### src/fsbp_pkg.sv
package fsbp_pkg;

  // Width of the fraction fields and of the coefficient on the ports
  localparam int unsigned IN_BITS = 32;
  localparam int unsigned COEF_BITS = 32;

  // Default working width of numerator and denominator
  localparam int unsigned VALUE_BITS_DEF = 32;

  // Longest run of coefficients per fraction
  localparam int unsigned MAX_RESULTS = 48;
  localparam int unsigned CNT_BITS = $clog2(MAX_RESULTS + 1);

  typedef enum logic [2:0] {
    ST_IDLE,
    ST_CHECK,
    ST_LOAD,
    ST_DIV,
    ST_PUT
  } fsbp_state_e;

endpackage

### src/fsbp_div.sv
module fsbp_div #(
  parameter int unsigned W = fsbp_pkg::VALUE_BITS_DEF
) (
  input  logic         clk_i,
  input  logic         rst_ni,
  input  logic         start_i,
  input  logic [W-1:0] dividend_i,
  input  logic [W-1:0] divisor_i,
  output logic         done_o,
  output logic [W-1:0] quotient_o,
  output logic [W-1:0] remainder_o
);

  localparam int unsigned CW = $clog2(W);
  localparam logic [CW-1:0] LastStep = CW'(W - 1);

  logic          busy_q, busy_d;
  logic [CW-1:0] cnt_q, cnt_d;
  logic [W-1:0]  quo_q, quo_d;
  logic [W-1:0]  rem_q, rem_d;
  logic [W-1:0]  dvs_q, dvs_d;
  logic [W:0]    r_shift;
  logic [W:0]    r_diff;
  logic          r_ge;

  // One quotient bit per cycle: shift in the next dividend bit, try to subtract
  always_comb begin
    r_shift = {rem_q, quo_q[W-1]};
    r_diff  = r_shift - {1'b0, dvs_q};
    r_ge    = (r_shift >= {1'b0, dvs_q});
  end

  always_comb begin
    busy_d = busy_q;
    cnt_d  = cnt_q;
    quo_d  = quo_q;
    rem_d  = rem_q;
    dvs_d  = dvs_q;
    if (start_i) begin
      busy_d = 1'b1;
      cnt_d  = '0;
      quo_d  = dividend_i;
      rem_d  = '0;
      dvs_d  = divisor_i;
    end else if (busy_q) begin
      quo_d = {quo_q[W-2:0], r_ge};
      rem_d = r_ge ? r_diff[W-1:0] : r_shift[W-1:0];
      if (cnt_q == LastStep) begin
        busy_d = 1'b0;
      end else begin
        cnt_d = cnt_q + 1'b1;
      end
    end
  end

  always_ff @(posedge clk_i or negedge rst_ni) begin
    if (!rst_ni) begin
      busy_q <= 1'b0;
      cnt_q  <= '0;
    end else begin
      busy_q <= busy_d;
      cnt_q  <= cnt_d;
    end
  end

  always_ff @(posedge clk_i) begin
    quo_q <= quo_d;
    rem_q <= rem_d;
    dvs_q <= dvs_d;
  end

  assign done_o      = busy_q && (cnt_q == LastStep);
  assign quotient_o  = quo_q;
  assign remainder_o = rem_q;

endmodule

### src/fraction_to_stern_brocot_path_unit.sv
// Sequence: an item is taken in the idle state and checked; a zero or equal pair or a leading
// zero is registered at the output from the check state, else the divider is loaded and started.
// Each quotient comes from the bit-serial divider, one quotient bit per cycle, and its
// coefficient is registered at the output once the divider is done and the output slot is free;
// the next item is taken once the last coefficient is registered.
// Reset: rst_ni clears the sequencer, the divider control and the output valid.
module fraction_to_stern_brocot_path_unit #(
  parameter int unsigned VALUE_BITS = fsbp_pkg::VALUE_BITS_DEF
) (
  input  logic                           clk_i,
  input  logic                           rst_ni,
  input  logic                           in_valid_i,
  output logic                           in_ready_o,
  input  logic [fsbp_pkg::IN_BITS-1:0]   numerator_i,
  input  logic [fsbp_pkg::IN_BITS-1:0]   denominator_i,
  output logic                           out_valid_o,
  input  logic                           out_ready_i,
  output logic [fsbp_pkg::COEF_BITS-1:0] coefficient_o,
  output logic                           last_coefficient_o,
  output logic                           zero_input_error_o
);

  localparam int unsigned W = VALUE_BITS;
  localparam int unsigned CB = fsbp_pkg::COEF_BITS;
  localparam int unsigned NB = fsbp_pkg::CNT_BITS;
  localparam logic [NB-1:0] LastIdx = NB'(fsbp_pkg::MAX_RESULTS - 1);

  fsbp_pkg::fsbp_state_e state_q, state_d;

  // Working pair: hi is the dividend, lo the divisor of the next step
  logic [W-1:0]  hi_q, lo_q;
  logic [NB-1:0] n_q;

  // Output register
  logic          out_valid_q;
  logic [CB-1:0] coef_q;
  logic          last_q;
  logic          err_q;

  // Divider interface
  logic          div_start;
  logic          div_done;
  logic [W-1:0]  div_quo;
  logic [W-1:0]  div_rem;

  // Control from the output decode
  logic          in_accept;
  logic          slot_free;
  logic          emit;
  logic [CB-1:0] emit_coef;
  logic          emit_last;
  logic          emit_err;
  logic          swap;
  logic          advance;

  // Decode of the working pair and of the finished quotient
  logic          pair_zero;
  logic          pair_eq;
  logic          pair_lt;
  logic          run_done;
  logic [W-1:0]  num_m, den_m;
  logic [CB-1:0] quo_coef;

  assign in_accept = in_valid_i && in_ready_o;
  assign slot_free = !out_valid_q || out_ready_i;

  // Bring the port fields to the working width: truncate or zero-extend
  always_comb begin
    num_m = '0;
    den_m = '0;
    for (int i = 0; i < W; i++) begin
      if (i < fsbp_pkg::IN_BITS) begin
        num_m[i] = numerator_i[i];
        den_m[i] = denominator_i[i];
      end
    end
  end

  // Coefficient is the low bits of the quotient
  always_comb begin
    quo_coef = '0;
    for (int i = 0; i < CB; i++) begin
      if (i < W) begin
        quo_coef[i] = div_quo[i];
      end
    end
  end

  assign pair_zero = (hi_q == '0) || (lo_q == '0);
  assign pair_eq   = (hi_q == lo_q);
  assign pair_lt   = (hi_q < lo_q);
  assign run_done  = (div_rem == '0) || (n_q >= LastIdx);

  // Next state
  always_comb begin
    state_d = state_q;
    unique case (state_q)
      fsbp_pkg::ST_IDLE: begin
        if (in_valid_i) state_d = fsbp_pkg::ST_CHECK;
      end
      fsbp_pkg::ST_CHECK: begin
        priority if (pair_zero || pair_eq) begin
          if (slot_free) state_d = fsbp_pkg::ST_IDLE;
        end else if (pair_lt) begin
          if (slot_free) state_d = fsbp_pkg::ST_LOAD;
        end else begin
          state_d = fsbp_pkg::ST_LOAD;
        end
      end
      fsbp_pkg::ST_LOAD: state_d = fsbp_pkg::ST_DIV;
      fsbp_pkg::ST_DIV: begin
        if (div_done) state_d = fsbp_pkg::ST_PUT;
      end
      fsbp_pkg::ST_PUT: begin
        if (slot_free) state_d = run_done ? fsbp_pkg::ST_IDLE : fsbp_pkg::ST_LOAD;
      end
      default: state_d = fsbp_pkg::ST_IDLE;
    endcase
  end

  // Outputs of the sequencer
  always_comb begin
    in_ready_o = 1'b0;
    div_start  = 1'b0;
    emit       = 1'b0;
    emit_coef  = '0;
    emit_last  = 1'b0;
    emit_err   = 1'b0;
    swap       = 1'b0;
    advance    = 1'b0;
    unique case (state_q)
      fsbp_pkg::ST_IDLE: in_ready_o = 1'b1;
      fsbp_pkg::ST_CHECK: begin
        // Zero input, equal pair or a leading zero coefficient each emit from here once the output slot is free
        emit      = slot_free && (pair_zero || pair_eq || pair_lt);
        emit_coef = (pair_eq && !pair_zero) ? CB'(1) : '0;
        emit_last = pair_zero || pair_eq;
        emit_err  = pair_zero;
        swap      = slot_free && pair_lt && !pair_zero;
      end
      fsbp_pkg::ST_LOAD: div_start = 1'b1;
      fsbp_pkg::ST_DIV: ;
      fsbp_pkg::ST_PUT: begin
        emit      = slot_free;
        emit_coef = quo_coef;
        emit_last = run_done;
        advance   = slot_free && !run_done;
      end
      default: ;
    endcase
  end

  always_ff @(posedge clk_i or negedge rst_ni) begin
    if (!rst_ni) begin
      state_q     <= fsbp_pkg::ST_IDLE;
      out_valid_q <= 1'b0;
      n_q         <= '0;
    end else begin
      state_q <= state_d;
      if (emit) begin
        out_valid_q <= 1'b1;
      end else if (out_ready_i) begin
        out_valid_q <= 1'b0;
      end
      // Count results emitted so far; the leading zero counts as one
      if (in_accept) begin
        n_q <= '0;
      end else if (swap) begin
        n_q <= NB'(1);
      end else if (advance) begin
        n_q <= n_q + 1'b1;
      end
    end
  end

  // Payload: hold the pair, swap on a leading zero, advance by Euclid step
  always_ff @(posedge clk_i) begin
    if (in_accept) begin
      hi_q <= num_m;
      lo_q <= den_m;
    end else if (swap) begin
      hi_q <= lo_q;
      lo_q <= hi_q;
    end else if (advance) begin
      hi_q <= lo_q;
      lo_q <= div_rem;
    end
    if (emit) begin
      coef_q <= emit_coef;
      last_q <= emit_last;
      err_q  <= emit_err;
    end
  end

  fsbp_div #(
    .W(W)
  ) u_div (
    .clk_i      (clk_i),
    .rst_ni     (rst_ni),
    .start_i    (div_start),
    .dividend_i (hi_q),
    .divisor_i  (lo_q),
    .done_o     (div_done),
    .quotient_o (div_quo),
    .remainder_o(div_rem)
  );

  assign out_valid_o        = out_valid_q;
  assign coefficient_o      = coef_q;
  assign last_coefficient_o = last_q;
  assign zero_input_error_o = err_q;

endmodule

### config.mk
export PLATFORM = sky130hd
export DESIGN_NAME = fraction_to_stern_brocot_path_unit
export DESIGN_NICKNAME = d
export VERILOG_FILES = /design/src/fsbp_pkg.sv /design/src/fsbp_div.sv /design/src/fraction_to_stern_brocot_path_unit.sv
export SDC_FILE = /design/constraint.sdc
export NUM_CORES = 1
export LEC_CHECK = 0
export ABC_AREA = 0
export BUFFER_PORTS_ARGS = -buffer_cell sky130_fd_sc_hd__buf_2
export CORE_MARGIN = 2
export CORE_UTILIZATION = 45
export DETAILED_ROUTE_END_ITERATION = 8
export GPL_TIMING_DRIVEN = 0
export PLACE_DENSITY = 0.69
export SYNTH_ARGS = -nofsm -noshare
export SYNTH_HDL_FRONTEND = slang
export SYNTH_HIERARCHICAL = 1
export SYNTH_SLANG_ARGS = --single-unit
export TNS_END_PERCENT = 1
### constraint.sdc
create_clock -name clk_i -period 5.44 [get_ports clk_i]
set_input_delay 0.272 -clock clk_i [delete_from_list [all_inputs] [get_ports clk_i]]
set_output_delay 0.272 -clock clk_i [all_outputs]
set_load 0.005 [all_outputs]
==> results of run 1 <==
==> worst max-delay path by stage <==
stage / slack, ns / cells past startpoint / start / to
2_1_floorplan: 1.11 / 5 / state_q[1] / u_div/quotient_o[0]
3_3_place_gp: -0.84 / 5 / state_q[1] / u_div/quotient_o[9]
3_5_place_dp: 1.47 / 10 / lo_q[11] / hi_q[9]
4_1_cts: 1.42 / 10 / lo_q[11] / lo_q[10]
5_1_grt: 1.07 / 10 / lo_q[11] / lo_q[10]
6_report: 1.29 / 10 / lo_q[11] / lo_q[10]
==> sequential cells by signal, indices dropped and copies added (netlist names), 3 cells and up <==
signal / flops
coefficient_o: 32
u_div/cnt_q: 5
lo_q: 32
u_div/remainder_o: 32
u_div/dvs_q: 32
hi_q: 32
state_q: 3
n_q: 6
u_div/quotient_o: 32
==> worst max-delay path: stages, from the launching register on <==
cell and delay [ns]:
edfxtp_1 0.56, inv_1 0.12, ha_1 0.33, nand4_1 0.11, nor4_1 0.66, a21bo_2 0.31
o211ai_1 0.24, a211oi_4 0.23, or2_2 0.34, buf_2 0.16, nand2b_4 0.54
==> stage by stage <==
step                      power [µW]  setup slack (ns)
after floorplan                 5570              1.11
after global placement          6460            -0.843
after detailed placement        6550              1.47
after CTS                       8130              1.42
after global routing            8680              1.07
final                           8180              1.29
==> power by group <==
part	switching, µW	internal, µW
registers	478	2420
clock network	640	925
logic	2090	1630
total	3200	4980
==> timing repair <==
action	in CTS	in global routing
resized for setup	0	0
endpoints found under the hold margin	16	0
hold buffers	1	0
==> metal layers <==
metal	up-vias	wire, µm	global-route usage, %
met1	4442	13700	31.5
met3	66	2780	5.64
met5	-	10	0
li1	4284	-	-
met2	373	14500	36.4
met4	2	920	6.47
==> cells in the final DEF (no fill, tap or decap), types with 21 or more instances in the layout <==
cell	count
a21oi_1	90
and2_1	35
buf_2	109
clkbuf_1	36
clkbuf_16	23
dfxtp_1	32
edfxtp_1	162
ha_1	67
inv_1	77
mux2_2	33
mux2i_1	35
nand2_1	124
nor2_1	88
nor4_1	25
o21ai_0	57
xnor2_1	21
==> cells by family after synthesis <==
family,synth area share [%]
mux,6.15
fa+ha+maj,7.32
compound gates,14.0
flops,50.3
simple gates,14.9
xor+xnor,2.54
buf+inv,4.83
==> cell type report <==
cell class / instances / area [µm²]
Fill cell: 2314 / 12300
Timing Repair Buffer: 108 / 587
Clock inverter: 9 / 105
Buffer: 48 / 268
Inverter: 79 / 299
Sequential cell: 210 / 5910
Multi-Input combinational cell: 769 / 5280
Tap cell: 335 / 419
Clock buffer: 31 / 646
==> results.yml, run 1 <==
routing:
  dr.pass1.iters: 5
  wl_per_cell_um: 20.1
  drcViolationCount: 0
  ant_nets: 0
  wl_um: 32000
  drt_iter0_drc: 873
  via_per_inst: 5.77
  vias: 9167
place:
  port_buffers: 103
  place_inst: 1547
  gp_congestion: 0.879
  place_area_mm2: 0.0127
  hpwlAfterDp_um: 24300
hold_path:
  hold_class: "primary input to flip-flop"
  min_to: "hi_q[26]"
  hold_start: "numerator_i[26]"
  holdPathStages: 3
clock_tree:
  cts_tree: "yes"
  postCtsSetupBuffers: 0
  cts.reportedPaths.clkPinSlew_ns: 0.06
  clkSinkCount: 210
  h-tree-depth: 1
  clkLatencyLatePin_ns: 0.51
  clk_path_buf_depth: 3
  cts_root_buf: "clkbuf_16"
  cts_inserted_buffers: 22
setup_path:
  cp.required_ns: 5.49
  cp-end-kind: "flip-flop"
  worstSetupStartpointType: "flip-flop"
  worstReg2RegStart: "lo_q[11]"
  r2r_cells: 10
  cp_max_fo: 64
  critPathKind: "flip-flop to flip-flop"
  cp_data_arrival_time_ns: 4.19
  r2r_slack_ns: 1.29
  r2r-end: "lo_q[10]"
grt:
  antenna_found_initial: 1
  grt_pass1_vias: 8815
  grt_start_max_net_pins: 65
  grt-ovfl-total: 0
  grt_pass1_wl_um: 48400
  track_usage_pct: 23.0
finish:
  fin_util_pct: 52.3
  drive_gt1_share_pct: 18.7
  finalNonFillerCells: 1589
  diodes: 0
  area_delta_synth_final_pct: 15.1
  nNetsFinal: 1374
  design_area_mm2: 0.0135
run_status:
  status: "finished, final reports clean"
floorplan:
  die_w_um: 165
  coreArea_mm2: 0.0258
  dieArea_mm2: 0.0274
  row_count: 59
  start_util_pct: 45.4
  die_y_um: 165
  pin_count: 104
logic_synthesis:
  ys_top_cells_by_area: "edfxtp_1, ha_1, dfxtp_1, nand2_1, a21oi_1"
  synth-seq-area-share_pct: 50.3
  postSynthCellCount: 1106
  synth_cell_types: 75
  yosys_warnings: 6
  synth_nets: 1242
  syn_area_mm2: 0.0117
  yosys.area.top_type: "edfxtp_1"
  synth_common_cells: "edfxtp_1, nand2_1, a21oi_1, nor2_1, inv_1"
  synth_edf_count: 162
  avgSynthCellArea_um2: 10.6
  async_reset_ff_share_pct: 7.62
  yosysMostFrequentCell: "edfxtp_1"
  synth_top_area_share_pct: 41.5
  synth-seq-cells: 210
  ys.flop_type: "edfxtp_1"
power_and_ir_drop:
  p_leak_uw: 0.00533
  pwr_density_cell_mw_per_mm2: 606
  vdd_drop_max_mv: 0.328
timing:
  slew_violations: 0
  min_period_over_period_pct: 76.3
  rsz0062_at_grt: "false"
  tns_ns: 0
  whs_ns: 0.0329
  min_period_ns: 4.15
  fin_skew_ns: 0.0133
  setup_viol: 0
  max_clock_freq_mhz: 241
  hold_viol: 0
  worst_pin_slew_ns: 1.13
  max-slew-margin-rel_pct: 24.1
flow_run:
  maxCapViolCount: 0
Power figures use the tool's default switching activity.
==> run 2: changes to the inputs <==
ABC_AREA = 1   (was 0)
clock period = 4 ns   (was 5.44 ns; I/O delays follow)
==> run 2 against run 1 <==
Core utilization rose by 0.52 points. Design area increased by 12%. Final cell count up 44%. Synthesized area increased by 10%. Non-clock buffer count up 30. Global-route usage increased by 1.4 points. Largest power group is now sequential cells. Highest routed layer is now met4.
==> results.yml, run 2 <==
setup_path:
  slowest_stage: "nor2_4"
  cp.required_ns: 4.12
  worstReg2RegStart: "hi_q[31]"
  worstSetupStartpointType: "flip-flop"
  critical-path-top-delay-family: "simple AND/OR/NAND/NOR gates"
  crit_buf_inv: 1
  critPathKind: "flip-flop to flip-flop"
  critPathLaunch: "hi_q[31]"
  cp_cell_sequence: "ha_1 > nand2_1 > nor2_1 > nand3_1 > nor2_1 > nand2_1 > nand3_1 > nand2_1 > nand3_1 > inv_1 > nor2_4"
  r2r_slack_ns: 0.78
  cp_data_arrival_time_ns: 3.34
  cp_max_fo: 34
  slowest_delay_ns: 0.74
  cp-end-kind: "flip-flop"
timing:
  slew_violations: 0
  min_period_over_period_pct: 80.5
  rsz0062_at_grt: "false"
  worst_pin_slew_ns: 0.980
  setup_viol: 0
  max-slew-margin-rel_pct: 34.5
  fin_skew_ns: 0.0149
  max_clock_freq_mhz: 310
  min_period_ns: 3.22
  hold_viol: 0
  tns_ns: 0
place:
  port_buffers: 103
  gp_congestion: 0.938
  hpwlAfterDp_um: 29000
floorplan:
  row_count: 62
  die_w_um: 174
  start_util_pct: 45.4
  die_y_um: 174
  coreArea_mm2: 0.0285
  dieArea_mm2: 0.0302
  pin_count: 104
logic_synthesis:
  ys_top_cells_by_area: "edfxtp_1, nand2_1, inv_1, ha_1, dfxtp_1"
  synth_edf_count: 162
  synth-xor-area-share_pct: 1.15
  synth_top_area_share_pct: 37.6
  yosys_warnings: 6
  synth-seq-area-share_pct: 45.6
  syn_area_mm2: 0.0130
  synthSimpleGateAreaFrac_pct: 30.1
  avgSynthCellArea_um2: 7.49
  postSynthCellCount: 1728
  muxShareOfSynthArea_pct: 0
  synth_common_cells: "nand2_1, inv_1, nor2_1, edfxtp_1, nand3_1"
  ys.flop_type: "edfxtp_1"
  yosys.area.top_type: "edfxtp_1"
  synth_nets: 1864
  synth_fa_ha_area_share_pct: 6.63
  yosysMostFrequentCell: "nand2_1"
  async_reset_ff_share_pct: 7.62
  synth_cell_types: 38
  synth-compound-area-share_pct: 5.52
  synth-seq-cells: 210
  synth_top_family_by_area: "simple AND/OR/NAND/NOR gates"
clock_tree:
  cts_inserted_buffers: 23
  postCtsSetupBuffers: 0
  cts_root_buf: "clkbuf_16"
  clk_path_buf_depth: 3
  clkSinkCount: 210
  cts_tree: "yes"
  clkLatencyLatePin_ns: 0.50
  h-tree-depth: 1
  cts.reportedPaths.clkPinSlew_ns: 0.06
hold_path:
  hold_start: "numerator_i[22]"
  hold_class: "primary input to flip-flop"
routing:
  dr.pass1.iters: 6
  wl_um: 36900
  ant_nets: 0
  wl_met3_um: 2640
  drt_iter0_drc: 1091
  wl_per_cell_um: 16.1
  via_per_inst: 5.05
  top_layer_used: "met4"
  drcViolationCount: 0
  met1Wirelength_um: 16700
  vias: 11586
  route.met2.wl_um: 16700
finish:
  layout_common_cells: "nand2_1, inv_1, nor2_1, edfxtp_1, buf_2"
  fin_util_pct: 52.8
  num-fill-cells: 2797
  nNetsFinal: 2028
  multi_input_area_mm2: 0.00565
  regArea_mm2: 0.00591
  area_delta_synth_final_pct: 16.4
  final_common_cell: "nand2_1"
  diodes: 0
  drive_gt1_share_pct: 9.70
grt:
  track_usage_pct: 24.4
  grt_pass1_wl_um: 58400
  grt_pass1_vias: 11267
  grt_start_max_net_pins: 47
  antenna_found_initial: 0
  grt-ovfl-total: 0
power_and_ir_drop:
  p_leak_uw: 0.00770
  pwr_density_cell_mw_per_mm2: 315
  vdd_drop_max_mv: 0.288
flow_run:
  maxCapViolCount: 0
run_status:
  status: "finished, final reports clean"
==> run 2: changes by cell type after synthesis, sizes merged, moves of 35 or more <==
cell	before	now
a21oi	93	40
inv	79	307
mux2i	35	0
nand2	126	609
nand3	12	101
nor2	89	171
==> run 2: cells by family after synthesis <==
logic type / after synthesis
xor gates and xnor gates: 17
DFF: 210
buffers and inverters: 354
AOI/OAI and AO/OA: 138
adders and majority gates: 68
and+or+nand+nor: 941
==> run 2: worst reg2reg max path, delay by kind of cell (launching register included) <==
family	cells	cell delay [ns]
flops	1	0.48
fa+ha+maj	1	0.35
simple gates	9	1.89
buf+inv	1	0.09
==> run 2: cell type report <==
| type | instances | area share [%] |
|---|---|---|
| well taps | 384 | 3.19 |
| flip-flops and latches | 210 | 39.2 |
| clock inverters | 6 | 0.432 |
| clock buffers | 35 | 4.25 |
| repair buffers | 139 | 6.01 |
| plain buffers | 47 | 1.78 |
| multi-input cells | 1164 | 37.5 |
| inverters | 307 | 7.65 |
==> run 2: power by group <==
| part | switching (µW) | total, µW | internal [µW] |
|---|---|---|---|
| logic | 236 | 397 | 161 |
| registers | 5.35 | 2340 | 2330 |
| clock network | 843 | 2010 | 1170 |
==> run 2: what timing repair did <==
| action | CTS | global route |
|---|---|---|
| hold buffers | 32 | 1 |
| hold endpoints to repair | 47 | 1 |
| resized for setup | 0 | 0 |
==> run 2: worst paths after layout <==
path	cells past startpoint	endpoint
worst min register to register	0	u_div/dvs_q[29]
worst min-delay path	3	hi_q[22]
worst max register to register	11	coefficient_o[29]
min in group asynchronous	2	u_div/cnt_q[0]
worst max-delay path	11	coefficient_o[29]
max in group asynchronous	2	state_q[1]
==> run 2: stage by stage <==
| step | hold slack (ns) | worst slack [ns] | cell area (µm²) | std cells | power, µW |
|---|---|---|---|---|---|
| after global routing | 0.0127 | 0.490 | 15100 | 2292 | 4910 |
| final | 0.00666 | 0.778 | 15100 | 2292 | 4750 |
| after detailed placement | 0.136 | 0.808 | 14000 | 2218 | 2750 |
| after floorplan | -0.0956 | 0.00769 | 13000 | 1728 | 2630 |
| after CTS | 0.000315 | 0.793 | 15100 | 2291 | 4770 |
| after global placement | 0.139 | -1.82 | 13900 | 2215 | 2750 |
==> run 2: routing by layer <==
layer / up-vias / global-route usage, %
met4: 0 / 5.43
met1: 5355 / 34.4
met2: 395 / 40.3
li1: 5781 / -
met3: 55 / 3.46
met5: - / 0
==> run 3: changes to the inputs <==
ABC_AREA = 0   (was 1)
PLACE_DENSITY = 0.71   (was 0.69)
clock period = 2.8 ns   (was 4 ns; I/O delays follow)
==> run 3 against run 2 <==
The run now ends with negative hold slack, negative setup slack left. Core utilization grew 5.8 points. Critical path depth down 2. Power increased to 3.6 times the previous value. Largest power group is now combinational cells.
==> results.yml, run 3 (same netlist as run 1, synthesis figures left out) <==
grt:
  grt-ovfl-total: 0
  grt_start_max_net_pins: 34
  grt_pass1_vias: 9326
  grt_pass1_wl_um: 51600
  antenna_found_initial: 1
  track_usage_pct: 24.9
setup_path:
  r2r_cells: 9
  cp_max_fo: 13
  slowest_stage: "edfxtp_1"
  cp_data_arrival_time_ns: 3.26
  critPathKind: "flip-flop to flip-flop"
  cp.required_ns: 3.01
  slowest_delay_ns: 0.44
  worstSetupStartpointType: "flip-flop"
  cp_cell_sequence: "ha_1 > nand4_1 > nor4_4 > a21bo_2 > o211ai_1 > a211oi_4 > buf_4 > or2_4 > nand2b_4"
  cp-end-kind: "flip-flop"
timing:
  min_period_over_period_pct: 109
  rsz0062_at_grt: "true"
  fin_skew_ns: 0.0117
  slew_violations: 0
  setup_viol: 151
  timing.final.ws_setup_ns: -0.249
  max-slew-margin-rel_pct: 40.4
  whs_ns: -0.000726
  max_clock_freq_mhz: 328
  hold_viol: 1
  min_period_ns: 3.05
  worst_pin_slew_ns: 0.893
power_and_ir_drop:
  pwr_density_cell_mw_per_mm2: 1130
  vdd_drop_max_mv: 0.620
  p_leak_uw: 0.00595
  p_total_uw: 17100
hold_path:
  holdPathStages: 3
  hold_class: "primary input to flip-flop"
routing:
  drt_iter0_drc: 1044
  wl_per_cell_um: 21.0
  wl_um: 35500
  via_per_inst: 5.82
  dr.pass1.iters: 6
  ant_nets: 0
  vias: 9855
  drcViolationCount: 0
finish:
  area_delta_synth_final_pct: 29.0
  finalNonFillerCells: 1692
  regArea_mm2: 0.00592
  nNetsFinal: 1477
  drive_gt1_share_pct: 29.2
  final_common_cell: "edfxtp_1"
  design_area_mm2: 0.0151
  multi_input_area_mm2: 0.00595
  layout_common_cells: "edfxtp_1, nand2_1, buf_2, nor2_1, a21oi_1"
  num-fill-cells: 2041
floorplan:
  coreArea_mm2: 0.0258
  dieArea_mm2: 0.0274
  start_util_pct: 45.4
  die_w_um: 165
  pin_count: 104
  row_count: 59
  die_y_um: 165
place:
  place_inst: 1545
  port_buffers: 103
  gp_congestion: 0.880
  hpwlAfterDp_um: 24100
  place_area_mm2: 0.0128
clock_tree:
  clkSinkCount: 210
  cts.reportedPaths.clkPinSlew_ns: 0.07
  cts_inserted_buffers: 21
  cts_tree: "yes"
  h-tree-depth: 1
  clkLatencyLatePin_ns: 0.50
  clk_path_buf_depth: 3
  cts_root_buf: "clkbuf_16"
run_status:
  violations: "negative hold slack, negative setup slack"
  status: "complete, but fails checks"
flow_run:
  maxCapViolCount: 0
[run 3: final timing paths]
kind | start | to | slack [ns]
min in group asynchronous | rst_ni | u_div/cnt_q[1] | 0.11
worst max register to register | hi_q[13] | hi_q[21] | -0.25
worst min register to register | lo_q[22] | u_div/dvs_q[22] | 0.49
worst min-delay path | denominator_i[25] | lo_q[25] | -0.0007
worst max-delay path | hi_q[13] | hi_q[21] | -0.25
max in group asynchronous | rst_ni | state_q[0] | 2.41
[run 3: per-layer routing]
metal / share of wire, % / global-route usage, %
met5: 0 / 0
met4: 2.8 / 6.43
met2: 46 / 39.9
met1: 40 / 34.4
met3: 10 / 5.52
[run 3: power by group]
| group | internal (µW) | switching (µW) |
|---|---|---|
| clock | 1710 | 1220 |
| combinational | 3940 | 4560 |
| sequential | 4730 | 956 |
[run 3: cell type report]
class                      count  area share [%]
clock buffer                  24            3.68
antenna                        2          0.0331
buffer                        46            1.98
sequential                   210            39.2
clock inverter                13           0.959
multi-input combinational    777            39.3
timing repair buffer         206            10.1
inverter                      79            2.00
tap                          335            2.77
[run 3: critical path, delay by kind of cell, from the launching register on]
kind            cells  cell delay (ns)
compound gates      3             0.70
flops               1             0.44
buf+inv             1             0.16
simple gates        4             1.10
fa+ha+maj           1             0.35
[run 3: what timing repair did]
action,in CTS,in global routing
gates cloned,9,1
setup endpoints to repair,241,223
pin swaps,24,48
endpoints found under the hold margin,60,0
hold buffers,45,0
gates resized for setup,78,63
setup buffers,31,25
[run 3: stage by stage]
step | util, % | worst slack, ns | setup TNS, ns | hold WS, ns
final | 58.6 | -0.249 | -21.65 | -0.000726
after global routing | 58.5 | -0.257 | -28.09 | 0.00111
after CTS | 56.6 | -0.0874 | -3.44 | 0.00231
after detailed placement | 49.4 | -1.13 | -152.93 | 0.0879
after global placement | 49.3 | -1.11 | -178.31 | 0.0858
after floorplan | - | -0.199 | -17.10 | -0.156
